**src/sv/acpu_pkg.sv**
```systemverilog
`timescale 1ns / 1ps
`default_nettype none

package acpu_pkg;

  localparam int MEM_DEPTH = 256;
  localparam int WORD_BITS = 32;
  localparam int ADDR_BITS = $clog2(MEM_DEPTH);
  localparam int PC_BITS   = ADDR_BITS + 1;
  localparam int KIND_BITS = 2;
  localparam int STAT_BITS = 2;
  localparam int UPC_BITS  = 5;

  localparam int IN_RAW_BITS    = ADDR_BITS + WORD_BITS;
  localparam int IN_TDATA_BITS  = ((IN_RAW_BITS + 7) / 8) * 8;
  localparam int OUT_RAW_BITS   = PC_BITS + 2 * WORD_BITS + STAT_BITS;
  localparam int OUT_TDATA_BITS = ((OUT_RAW_BITS + 7) / 8) * 8;

  localparam logic [PC_BITS-1:0] PC_LIMIT       = PC_BITS'(MEM_DEPTH);
  localparam logic [PC_BITS-1:0] CODE_LIMIT_RST = PC_BITS'(MEM_DEPTH);

  // item kinds
  localparam logic [KIND_BITS-1:0] K_LOAD    = 2'd0;
  localparam logic [KIND_BITS-1:0] K_EXEC    = 2'd1;
  localparam logic [KIND_BITS-1:0] K_RESTART = 2'd2;

  // run status
  localparam logic [STAT_BITS-1:0] STAT_RUN   = 2'd0;
  localparam logic [STAT_BITS-1:0] STAT_STOP  = 2'd1;
  localparam logic [STAT_BITS-1:0] STAT_FAULT = 2'd2;
  localparam logic [STAT_BITS-1:0] STAT_DIVZ  = 2'd3;

  // instruction opcodes
  localparam logic [WORD_BITS-1:0] OP_ADD  = WORD_BITS'(1);
  localparam logic [WORD_BITS-1:0] OP_SUB  = WORD_BITS'(2);
  localparam logic [WORD_BITS-1:0] OP_MUL  = WORD_BITS'(3);
  localparam logic [WORD_BITS-1:0] OP_DIV  = WORD_BITS'(4);
  localparam logic [WORD_BITS-1:0] OP_JMP  = WORD_BITS'(5);
  localparam logic [WORD_BITS-1:0] OP_JMPN = WORD_BITS'(6);
  localparam logic [WORD_BITS-1:0] OP_JMPP = WORD_BITS'(7);
  localparam logic [WORD_BITS-1:0] OP_JMPZ = WORD_BITS'(8);
  localparam logic [WORD_BITS-1:0] OP_COPY = WORD_BITS'(9);
  localparam logic [WORD_BITS-1:0] OP_LOAD = WORD_BITS'(10);
  localparam logic [WORD_BITS-1:0] OP_STOR = WORD_BITS'(11);
  localparam logic [WORD_BITS-1:0] OP_INP  = WORD_BITS'(12);
  localparam logic [WORD_BITS-1:0] OP_OUTP = WORD_BITS'(13);
  localparam logic [WORD_BITS-1:0] OP_STOP = WORD_BITS'(14);

  typedef enum logic [2:0] {A_PC, A_PC1, A_PC2, A_OP1, A_OP2, A_ITEM} asel_t;
  typedef enum logic [1:0] {W_ACC, W_VAL, W_DATA} wsel_t;
  typedef enum logic [2:0] {L_NONE, L_OP, L_OP1, L_OP2, L_DATA} lsel_t;
  typedef enum logic [2:0] {
    AC_HOLD, AC_ADD, AC_SUB, AC_MUL, AC_LOAD, AC_QUOT, AC_CLEAR
  } accop_t;
  typedef enum logic [2:0] {PC_HOLD, PC_ADV1, PC_ADV2, PC_ADV3, PC_JUMP, PC_CLEAR} pcop_t;
  typedef enum logic [1:0] {J_ALWAYS, J_NEG, J_POS, J_ZERO} jcond_t;
  typedef enum logic [2:0] {ST_HOLD, ST_STOP, ST_FAULT, ST_DIVZ, ST_CLEAR} stop_t;
  typedef enum logic [2:0] {
    SQ_NEXT, SQ_GOTO, SQ_KIND, SQ_OPC, SQ_FAULT, SQ_DIVZ, SQ_DIVW, SQ_EMIT
  } seq_t;

  // one microcode word
  typedef struct packed {
    logic                idle;
    asel_t               asel;
    logic                we;
    wsel_t               wsel;
    lsel_t               lat;
    accop_t              acc;
    pcop_t               pc;
    jcond_t              jc;
    stop_t               st;
    logic                outp;
    logic                dstart;
    seq_t                seq;
    logic [UPC_BITS-1:0] tgt;
  } ctl_t;

  // branch conditions seen by the sequencer
  typedef struct packed {
    logic                 fire;
    logic [KIND_BITS-1:0] kind;
    logic                 run_ok;
    logic                 fault;
    logic                 divz;
    logic                 div_busy;
    logic                 out_free;
    logic [WORD_BITS-1:0] op;
  } cond_t;

endpackage

`default_nettype wire

```
**src/sv/acpu_div.sv**
```systemverilog
`timescale 1ns / 1ps
`default_nettype none

module acpu_div
  import acpu_pkg::*;
(
  input  wire logic                 clk,
  input  wire logic                 rst_n,
  input  wire logic                 start,
  input  wire logic [WORD_BITS-1:0] dividend,
  input  wire logic [WORD_BITS-1:0] divisor,
  output logic                      busy,
  output logic      [WORD_BITS-1:0] quotient
);

  localparam int CNT_BITS = $clog2(WORD_BITS + 1);

  logic [CNT_BITS-1:0]  cnt_r;
  logic [WORD_BITS-1:0] quo_r;
  logic [WORD_BITS-1:0] rem_r;
  logic [WORD_BITS-1:0] mb_r;
  logic                 neg_r;

  logic [WORD_BITS:0]   shifted;
  logic [WORD_BITS:0]   diff;
  logic                 ge;

  // restoring divide on magnitudes, one quotient bit per cycle
  assign shifted = {rem_r, quo_r[WORD_BITS-1]};
  assign diff    = shifted - {1'b0, mb_r};
  assign ge      = shifted >= {1'b0, mb_r};

  always_ff @(posedge clk) begin
    if (!rst_n) begin
      cnt_r <= '0;
    end else if (start) begin
      cnt_r <= CNT_BITS'(WORD_BITS);
    end else if (cnt_r != '0) begin
      cnt_r <= cnt_r - 1'b1;
    end
  end

  always_ff @(posedge clk) begin
    if (start) begin
      quo_r <= dividend[WORD_BITS-1] ? ('0 - dividend) : dividend;
      mb_r  <= divisor[WORD_BITS-1] ? ('0 - divisor) : divisor;
      neg_r <= dividend[WORD_BITS-1] ^ divisor[WORD_BITS-1];
      rem_r <= '0;
    end else if (cnt_r != '0) begin
      quo_r <= {quo_r[WORD_BITS-2:0], ge};
      rem_r <= ge ? diff[WORD_BITS-1:0] : shifted[WORD_BITS-1:0];
    end
  end

  assign busy     = cnt_r != '0;
  assign quotient = neg_r ? ('0 - quo_r) : quo_r;

endmodule

`default_nettype wire

```
**config.mk**
```make
export PLATFORM = sky130hd
export DESIGN_NAME = acpu_div
export DESIGN_NICKNAME = d
export VERILOG_FILES = /design/src/sv/acpu_pkg.sv /design/src/sv/acpu_div.sv
export SDC_FILE = /design/constraint.sdc
export NUM_CORES = 1
export LEC_CHECK = 0
export BUFFER_PORTS_ARGS = -buffer_cell sky130_fd_sc_hd__buf_4
export CAP_MARGIN = 30
export CORE_MARGIN = 5
export CORE_UTILIZATION = 59
export CTS_CLUSTER_DIAMETER = 80
export DETAILED_ROUTE_END_ITERATION = 10
export PLACE_DENSITY_LB_ADDON = 0.12
export SLEW_MARGIN = 10
export SYNTH_ARGS = -nofsm -noshare
export SYNTH_HDL_FRONTEND = slang
export SYNTH_SLANG_ARGS = --single-unit
```
**constraint.sdc**
```tcl
create_clock -name clk -period 3.8 [get_ports clk]
set_input_delay 0.76 -clock clk [delete_from_list [all_inputs] [get_ports clk]]
set_output_delay 0.76 -clock clk [all_outputs]
set_load 0.02 [all_outputs]
```
==> flow_summary.json, run 1 <==
{
  "grt_usage_pct": 22.3,
  "place_congestion": 0.915,
  "cts_inserted_buffers": 9,
  "worst-path-buf-inv": 1,
  "swShare_pct": 42.8,
  "power.leakage_nw": 3.55,
  "min_path_type": "register to register",
  "worst_slack_ns": 0.0935,
  "use_met3_pct": 2.45,
  "antenna_found_initial": 0,
  "path_class": "register to output pin",
  "syn_to_final_growth_pct": 16.0,
  "pwr-share-seq_pct": 31.2,
  "switching_power_mw": 2.50,
  "insertedDiodeCount": 0,
  "vias": 6684,
  "critPathMaxStageDelay_ns": 0.42,
  "max_cap_violations": 0,
  "hold_viol": 0,
  "io_pins": 100,
  "worstSetupEndpointType": "output pin",
  "grtUsageMet1_pct": 29.4,
  "dieArea_um2": 15400,
  "holdBufCountCts": 0,
  "outcome": "finished, final reports clean",
  "syn_area_um2": 7680,
  "htree_levels": 3,
  "ctsRootBufferMaster": "clkbuf_16",
  "setup_tns_ns": 0,
  "p_total_mw": 5.84,
  "layout_common_cells": "114 x buf_4, 105 x nand2_1, 88 x nor2_1",
  "io_buffers": 99,
  "ys_seq_area_share_pct": 35.3,
  "cts_tree": "done",
  "finalNetCount": 1081,
  "first_global_vias": 6186,
  "wire_per_inst_um": 14.8,
  "syn_inst": 890,
  "syn_nets": 994,
  "final_layout_size_suffix_gt1_share_pct": 16.4,
  "grt.busiest_layer": "met2",
  "cpMaxStageDelayCell": "edfxtp_1",
  "grt_pass1_wl_mm": 27.9,
  "avgSynthCellArea_um2": 8.63,
  "dr.pass1.iters": 5,
  "core-area_um2": 12700,
  "crit_family": "simple AND/OR/NAND/NOR gates",
  "synth_edf_count": 65,
  "layoutNonFillerInstCount": 1154,
  "final_common_cell": "buf_4",
  "viasPerCell": 5.79,
  "post-route-util_pct": 70.3,
  "path_cells": "or3_4, or3_4, or3_1, or2_4, or2_2, o31ai_4, xnor2_1, buf_4",
  "clock_sinks": 103,
  "ant_nets": 0,
  "pre_cts_ws_ns": 0.228,
  "finalClockSkew_ns": 0.00691,
  "clk_latency_ns": 0.34,
  "required_ns": 3.04,
  "ys.flop_type": "edfxtp_1",
  "cp_common_cell": "or3_4",
  "grt-ovfl-total": 0,
  "finalWirelength_mm": 17.0,
  "die_w_um": 124,
  "die_height_um": 124,
  "irDropWorstVdd_mv": 0.325,
  "async_flop_share_pct": 0,
  "grt_max_degree": 65,
  "ys_seq_elements": 103,
  "period_minus_slack_ns": 3.71,
  "slew_headroom_pct": 36.4,
  "stdcell_area_um2": 8900,
  "max_slew.worst_pin.slew_ns": 0.954,
  "clk_pin_slew_ns": 0.07,
  "combPwrFrac_pct": 53.3,
  "post-route-drc-count": 0,
  "start_util_pct": 60.6,
  "power_density_nw_per_um2": 656,
  "yosysWarnings": 0,
  "critPathMaxFanout": 4,
  "min_period_over_period_pct": 97.5,
  "p_int_mw": 3.34,
  "power_frac_clock_pct": 15.5,
  "use_met2_pct": 38.0,
  "report.final.slew_viol_count": 0,
  "synth_cell_types": 69,
  "timing.fmax_mhz": 270,
  "hold_slack_ns": 0.502,
  "place_inst": 1135,
  "dpl_cell_area_um2": 8550,
  "dpl.hpwl_mm": 12.8,
  "drt_first_iter_violations": 490,
  "finalSetupViolCount": 0,
  "arrival_ns": 2.95,
  "start_kind": "register",
  "rows": 41,
  "clk_path_buf_depth": 2
}
-- cell usage after synthesis (5+ instances only) --
cell,n,share of area (%)
nand2_1,105,5.1
buf_2,5,0.33
a21oi_1,70,4.6
or4_4,5,0.73
a21o_1,8,0.78
inv_1,49,2.4
or4_1,6,0.59
mux2i_1,6,0.78
xnor2_1,72,8.2
a311oi_1,23,2.6
o31ai_1,30,2.9
clkbuf_1,26,1.3
nand4_1,5,0.41
dfxtp_1,38,9.9
nor2b_1,5,0.41
nor4_1,10,0.81
nand3_1,13,0.85
a211oi_1,11,1.1
o21a_1,5,0.49
edfxtp_1,65,25
ha_1,36,5.9
nand2b_1,11,0.90
nor2_1,89,4.4
or3_1,15,1.2
xor2_1,38,4.3
nor3_1,17,1.1
o21ai_0,51,3.3
o41ai_1,10,1.1
-- worst paths after layout --
kind | startpoint | end | cells past startpoint | slack, ns
worst min register to register | rem_r[1] | rem_r[1] | 2 | 0.50
worst min-delay path | rem_r[1] | rem_r[1] | 2 | 0.50
worst max-delay path | quo_r[17] | quotient[25] | 8 | 0.09
worst max register to register | quo_r[31] | rem_r[30] | 11 | 0.54
-- tightest hold or removal path: stages, from the launching register on --
cell	delay (ns)
dfxtp_1	0.34
nand2_1	0.07
a21oi_1	0.05
-- area by class of cell --
cell class | count | area [µm²]
Sequential cell | 103 | 2710
Inverter | 49 | 184
Multi-Input combinational cell | 700 | 4650
Timing Repair Buffer | 114 | 856
Tap cell | 172 | 215
Fill cell | 1028 | 3770
Clock inverter | 6 | 60.1
Clock buffer | 10 | 229
-- repair_timing --
item                       CTS  global route
gates resized for setup      1             6
hold endpoints to repair     0             0
setup endpoints to repair    1             6
buffers inserted             0             3
-- logic make-up (layout without fill, tap and decap cells) --
family                     Yosys count  after routing  synth area share [%]
buffers and inverters               87            179                  4.78
AOI/OAI and AO/OA                  240            240                  20.9
xor gates and xnor gates           110            110                  12.5
and+or+nand+nor                    306            306                  19.3
DFF                                103            103                  35.3
adders and majority gates           37             37                  6.13
muxes                                7              7                 0.929
-- flip-flops by register name, indices dropped and copies added (netlist names) --
register	cells
cnt_r	6
rem_r	32
neg_r	1
quo_r	32
mb_r	32
-- routing by layer --
layer | share of wire, % | vias up
li1 | - | 3406
met1 | 46 | 3080
met2 | 47 | 176
met3 | 5.2 | 22
met4 | 1.8 | 0
met5 | 0 | -
-- power by group through the flow --
stage / Clock, mW / Combinational, mW / Sequential, mW
global route: 0.963 / 3.49 / 1.86
floorplan: 0 / 2.31 / 1.74
CTS: 0.915 / 3.09 / 1.81
global placement: 0 / 3.02 / 1.82
detailed placement: 0 / 3.06 / 1.83
finish: 0.904 / 3.11 / 1.82
Note: power is estimated with default switching activity, not from simulation.
==> inputs of run 2 (changes only) <==
==> constraint.sdc (replaced) <==
create_clock -name clk -period 3.8 [get_ports clk]
set_input_delay 0.38 -clock clk [delete_from_list [all_inputs] [get_ports clk]]
set_output_delay 0.38 -clock clk [all_outputs]
set_load 0.02 [all_outputs]
==> run 2 against run 1 <==
Effect of this change:
- register-to-register slack worse by 0.06 ns
- cell count is 0.35% lower
- via count is 0.79% lower
- setup slack better by 0.34 ns
- hold slack worse by 0.25 ns
==> flow_summary.json, run 2 (synthesized netlist as in run 1, its figures left out) <==
{
  "vias": 6631,
  "rows": 41,
  "die_w_um": 124,
  "drt_first_iter_violations": 383,
  "core-area_um2": 12700,
  "start_util_pct": 60.6,
  "antenna_found_initial": 0,
  "min_period_over_period_pct": 88.7,
  "finalClockSkew_ns": 0.00531,
  "grt_max_degree": 75,
  "wire_per_inst_um": 14.6,
  "postCtsSetupRepairBufs": 0,
  "path_class": "register to output pin",
  "place_congestion": 0.875,
  "dr.pass1.iters": 5,
  "clock_sinks": 103,
  "max_slew.worst_pin.slew_ns": 0.866,
  "syn_to_final_growth_pct": 14.9,
  "grt_pass1_wl_mm": 27.1,
  "arrival_ns": 2.99,
  "clk_pin_slew_ns": 0.07,
  "min_path_type": "primary input to register",
  "cts_inserted_buffers": 9,
  "insertedDiodeCount": 0,
  "r2r_slack_ns": 0.48,
  "post-route-drc-count": 0,
  "layout_common_cells": "110 x buf_4, 105 x nand2_1, 88 x nor2_1",
  "pwr-share-seq_pct": 31.5,
  "p_total_mw": 5.77,
  "finalNetCount": 1077,
  "period_minus_slack_ns": 3.37,
  "irDropWorstVdd_mv": 0.265,
  "final_common_cell": "buf_4",
  "grt-ovfl-total": 0,
  "outcome": "finished, final reports clean",
  "critPathMaxFanout": 4,
  "hold_end": "mb_r[0]",
  "min_from": "divisor[0]",
  "setup_tns_ns": 0,
  "ant_nets": 0,
  "combPwrFrac_pct": 53.5,
  "final_layout_size_suffix_gt1_share_pct": 15.6,
  "place_inst": 1134,
  "hold_viol": 0,
  "switching_power_mw": 2.49,
  "power_density_nw_per_um2": 654,
  "hold_depth": 1,
  "ctsRootBufferMaster": "clkbuf_16",
  "power_frac_clock_pct": 15.1,
  "viasPerCell": 5.77,
  "start_kind": "register",
  "rr_startpoint": "rem_r[5]",
  "p_int_mw": 3.27,
  "io_buffers": 99,
  "cts_resized": 0,
  "largest_registers": "mb_r: 32 flops, quo_r: 32 flops, rem_r: 32 flops",
  "reg2reg_depth": 9,
  "finalSetupViolCount": 0,
  "clk_latency_ns": 0.34,
  "dpl_cell_area_um2": 8540,
  "cts_tree": "done",
  "dpl.hpwl_mm": 12.8,
  "htree_levels": 3,
  "layoutNonFillerInstCount": 1150,
  "worstSetupEndpointType": "output pin",
  "timing.fmax_mhz": 297,
  "swShare_pct": 43.2,
  "grt_usage_pct": 21.8,
  "slew_headroom_pct": 42.3,
  "first_global_vias": 5844,
  "num-fill-cells": 1079,
  "dieArea_um2": 15400,
  "rsz0062_at_grt": "false",
  "required_ns": 3.42,
  "reg2reg_to": "rem_r[15]",
  "report.final.slew_viol_count": 0,
  "max_cap_violations": 0,
  "power.leakage_nw": 3.53,
  "finalWirelength_mm": 16.8,
  "io_pins": 100,
  "stdcell_area_um2": 8820,
  "die_height_um": 124,
  "clk_path_buf_depth": 2,
  "holdBufCountCts": 0
}
run 2: worst max-delay path by stage:
stage                     startpoint  slack [ns]            to  cells past startpoint
after floorplan            quo_r[17]        0.93  quotient[25]                      7
after global placement       mb_r[6]        0.53      rem_r[0]                     10
after detailed placement     mb_r[6]        0.35     rem_r[15]                     10
after CTS                   rem_r[5]        0.35     rem_r[15]                      9
after global routing         mb_r[8]        0.13     rem_r[31]                     11
final                      quo_r[17]        0.43  quotient[29]                      9
run 2: area by class of cell:
| type | instances | area [µm²] | share of cell area (%) |
|---|---|---|---|
| Multi-Input combinational cell | 700 | 4610 | 52.2 |
| Sequential cell | 103 | 2710 | 30.7 |
| Timing Repair Buffer | 110 | 826 | 9.36 |
| Clock buffer | 10 | 239 | 2.71 |
| Tap cell | 172 | 215 | 2.44 |
| Inverter | 49 | 184 | 2.08 |
| Clock inverter | 6 | 41.3 | 0.468 |
run 2: per-layer routing:
layer / vias to the layer above / track usage [%] / share of wire [%] / routed length [µm]
met1: 3020 / 29.7 / 47 / 7840
met2: 185 / 35.9 / 46 / 7680
li1: 3402 / - / - / -
met3: 24 / 2.18 / 5.9 / 986
met5: - / 0 / 0 / 0
met4: 0 / 8.08 / 1.8 / 309
run 2: power groups by stage:
stage | clock network [mW] | logic, mW | registers, mW
after floorplan | 0 | 2.31 | 1.74
after global placement | 0 | 3.01 | 1.83
after detailed placement | 0 | 3.07 | 1.83
after CTS | 0.888 | 3.08 | 1.81
after global routing | 0.936 | 3.45 | 1.85
final | 0.869 | 3.08 | 1.82
run 2: per-stage QoR:
step	hold slack, ns	utilization (%)	setup slack (ns)
floorplan	0.449	-	0.927
global placement	0.476	67.4	0.527
detailed placement	0.483	67.4	0.348
CTS	0.252	69.6	0.348
global route	0.256	69.6	0.132
finish	0.257	69.6	0.430
run 2: critical path, cell delays in order, from the launching register on:
cell and delay (ns):
edfxtp_1 0.42, or3_1 0.42, or3_1 0.35, or3_1 0.33
or2_1 0.26, nor2_1 0.11, nand2_1 0.10, o41ai_1 0.33
xnor2_1 0.16, buf_4 0.16
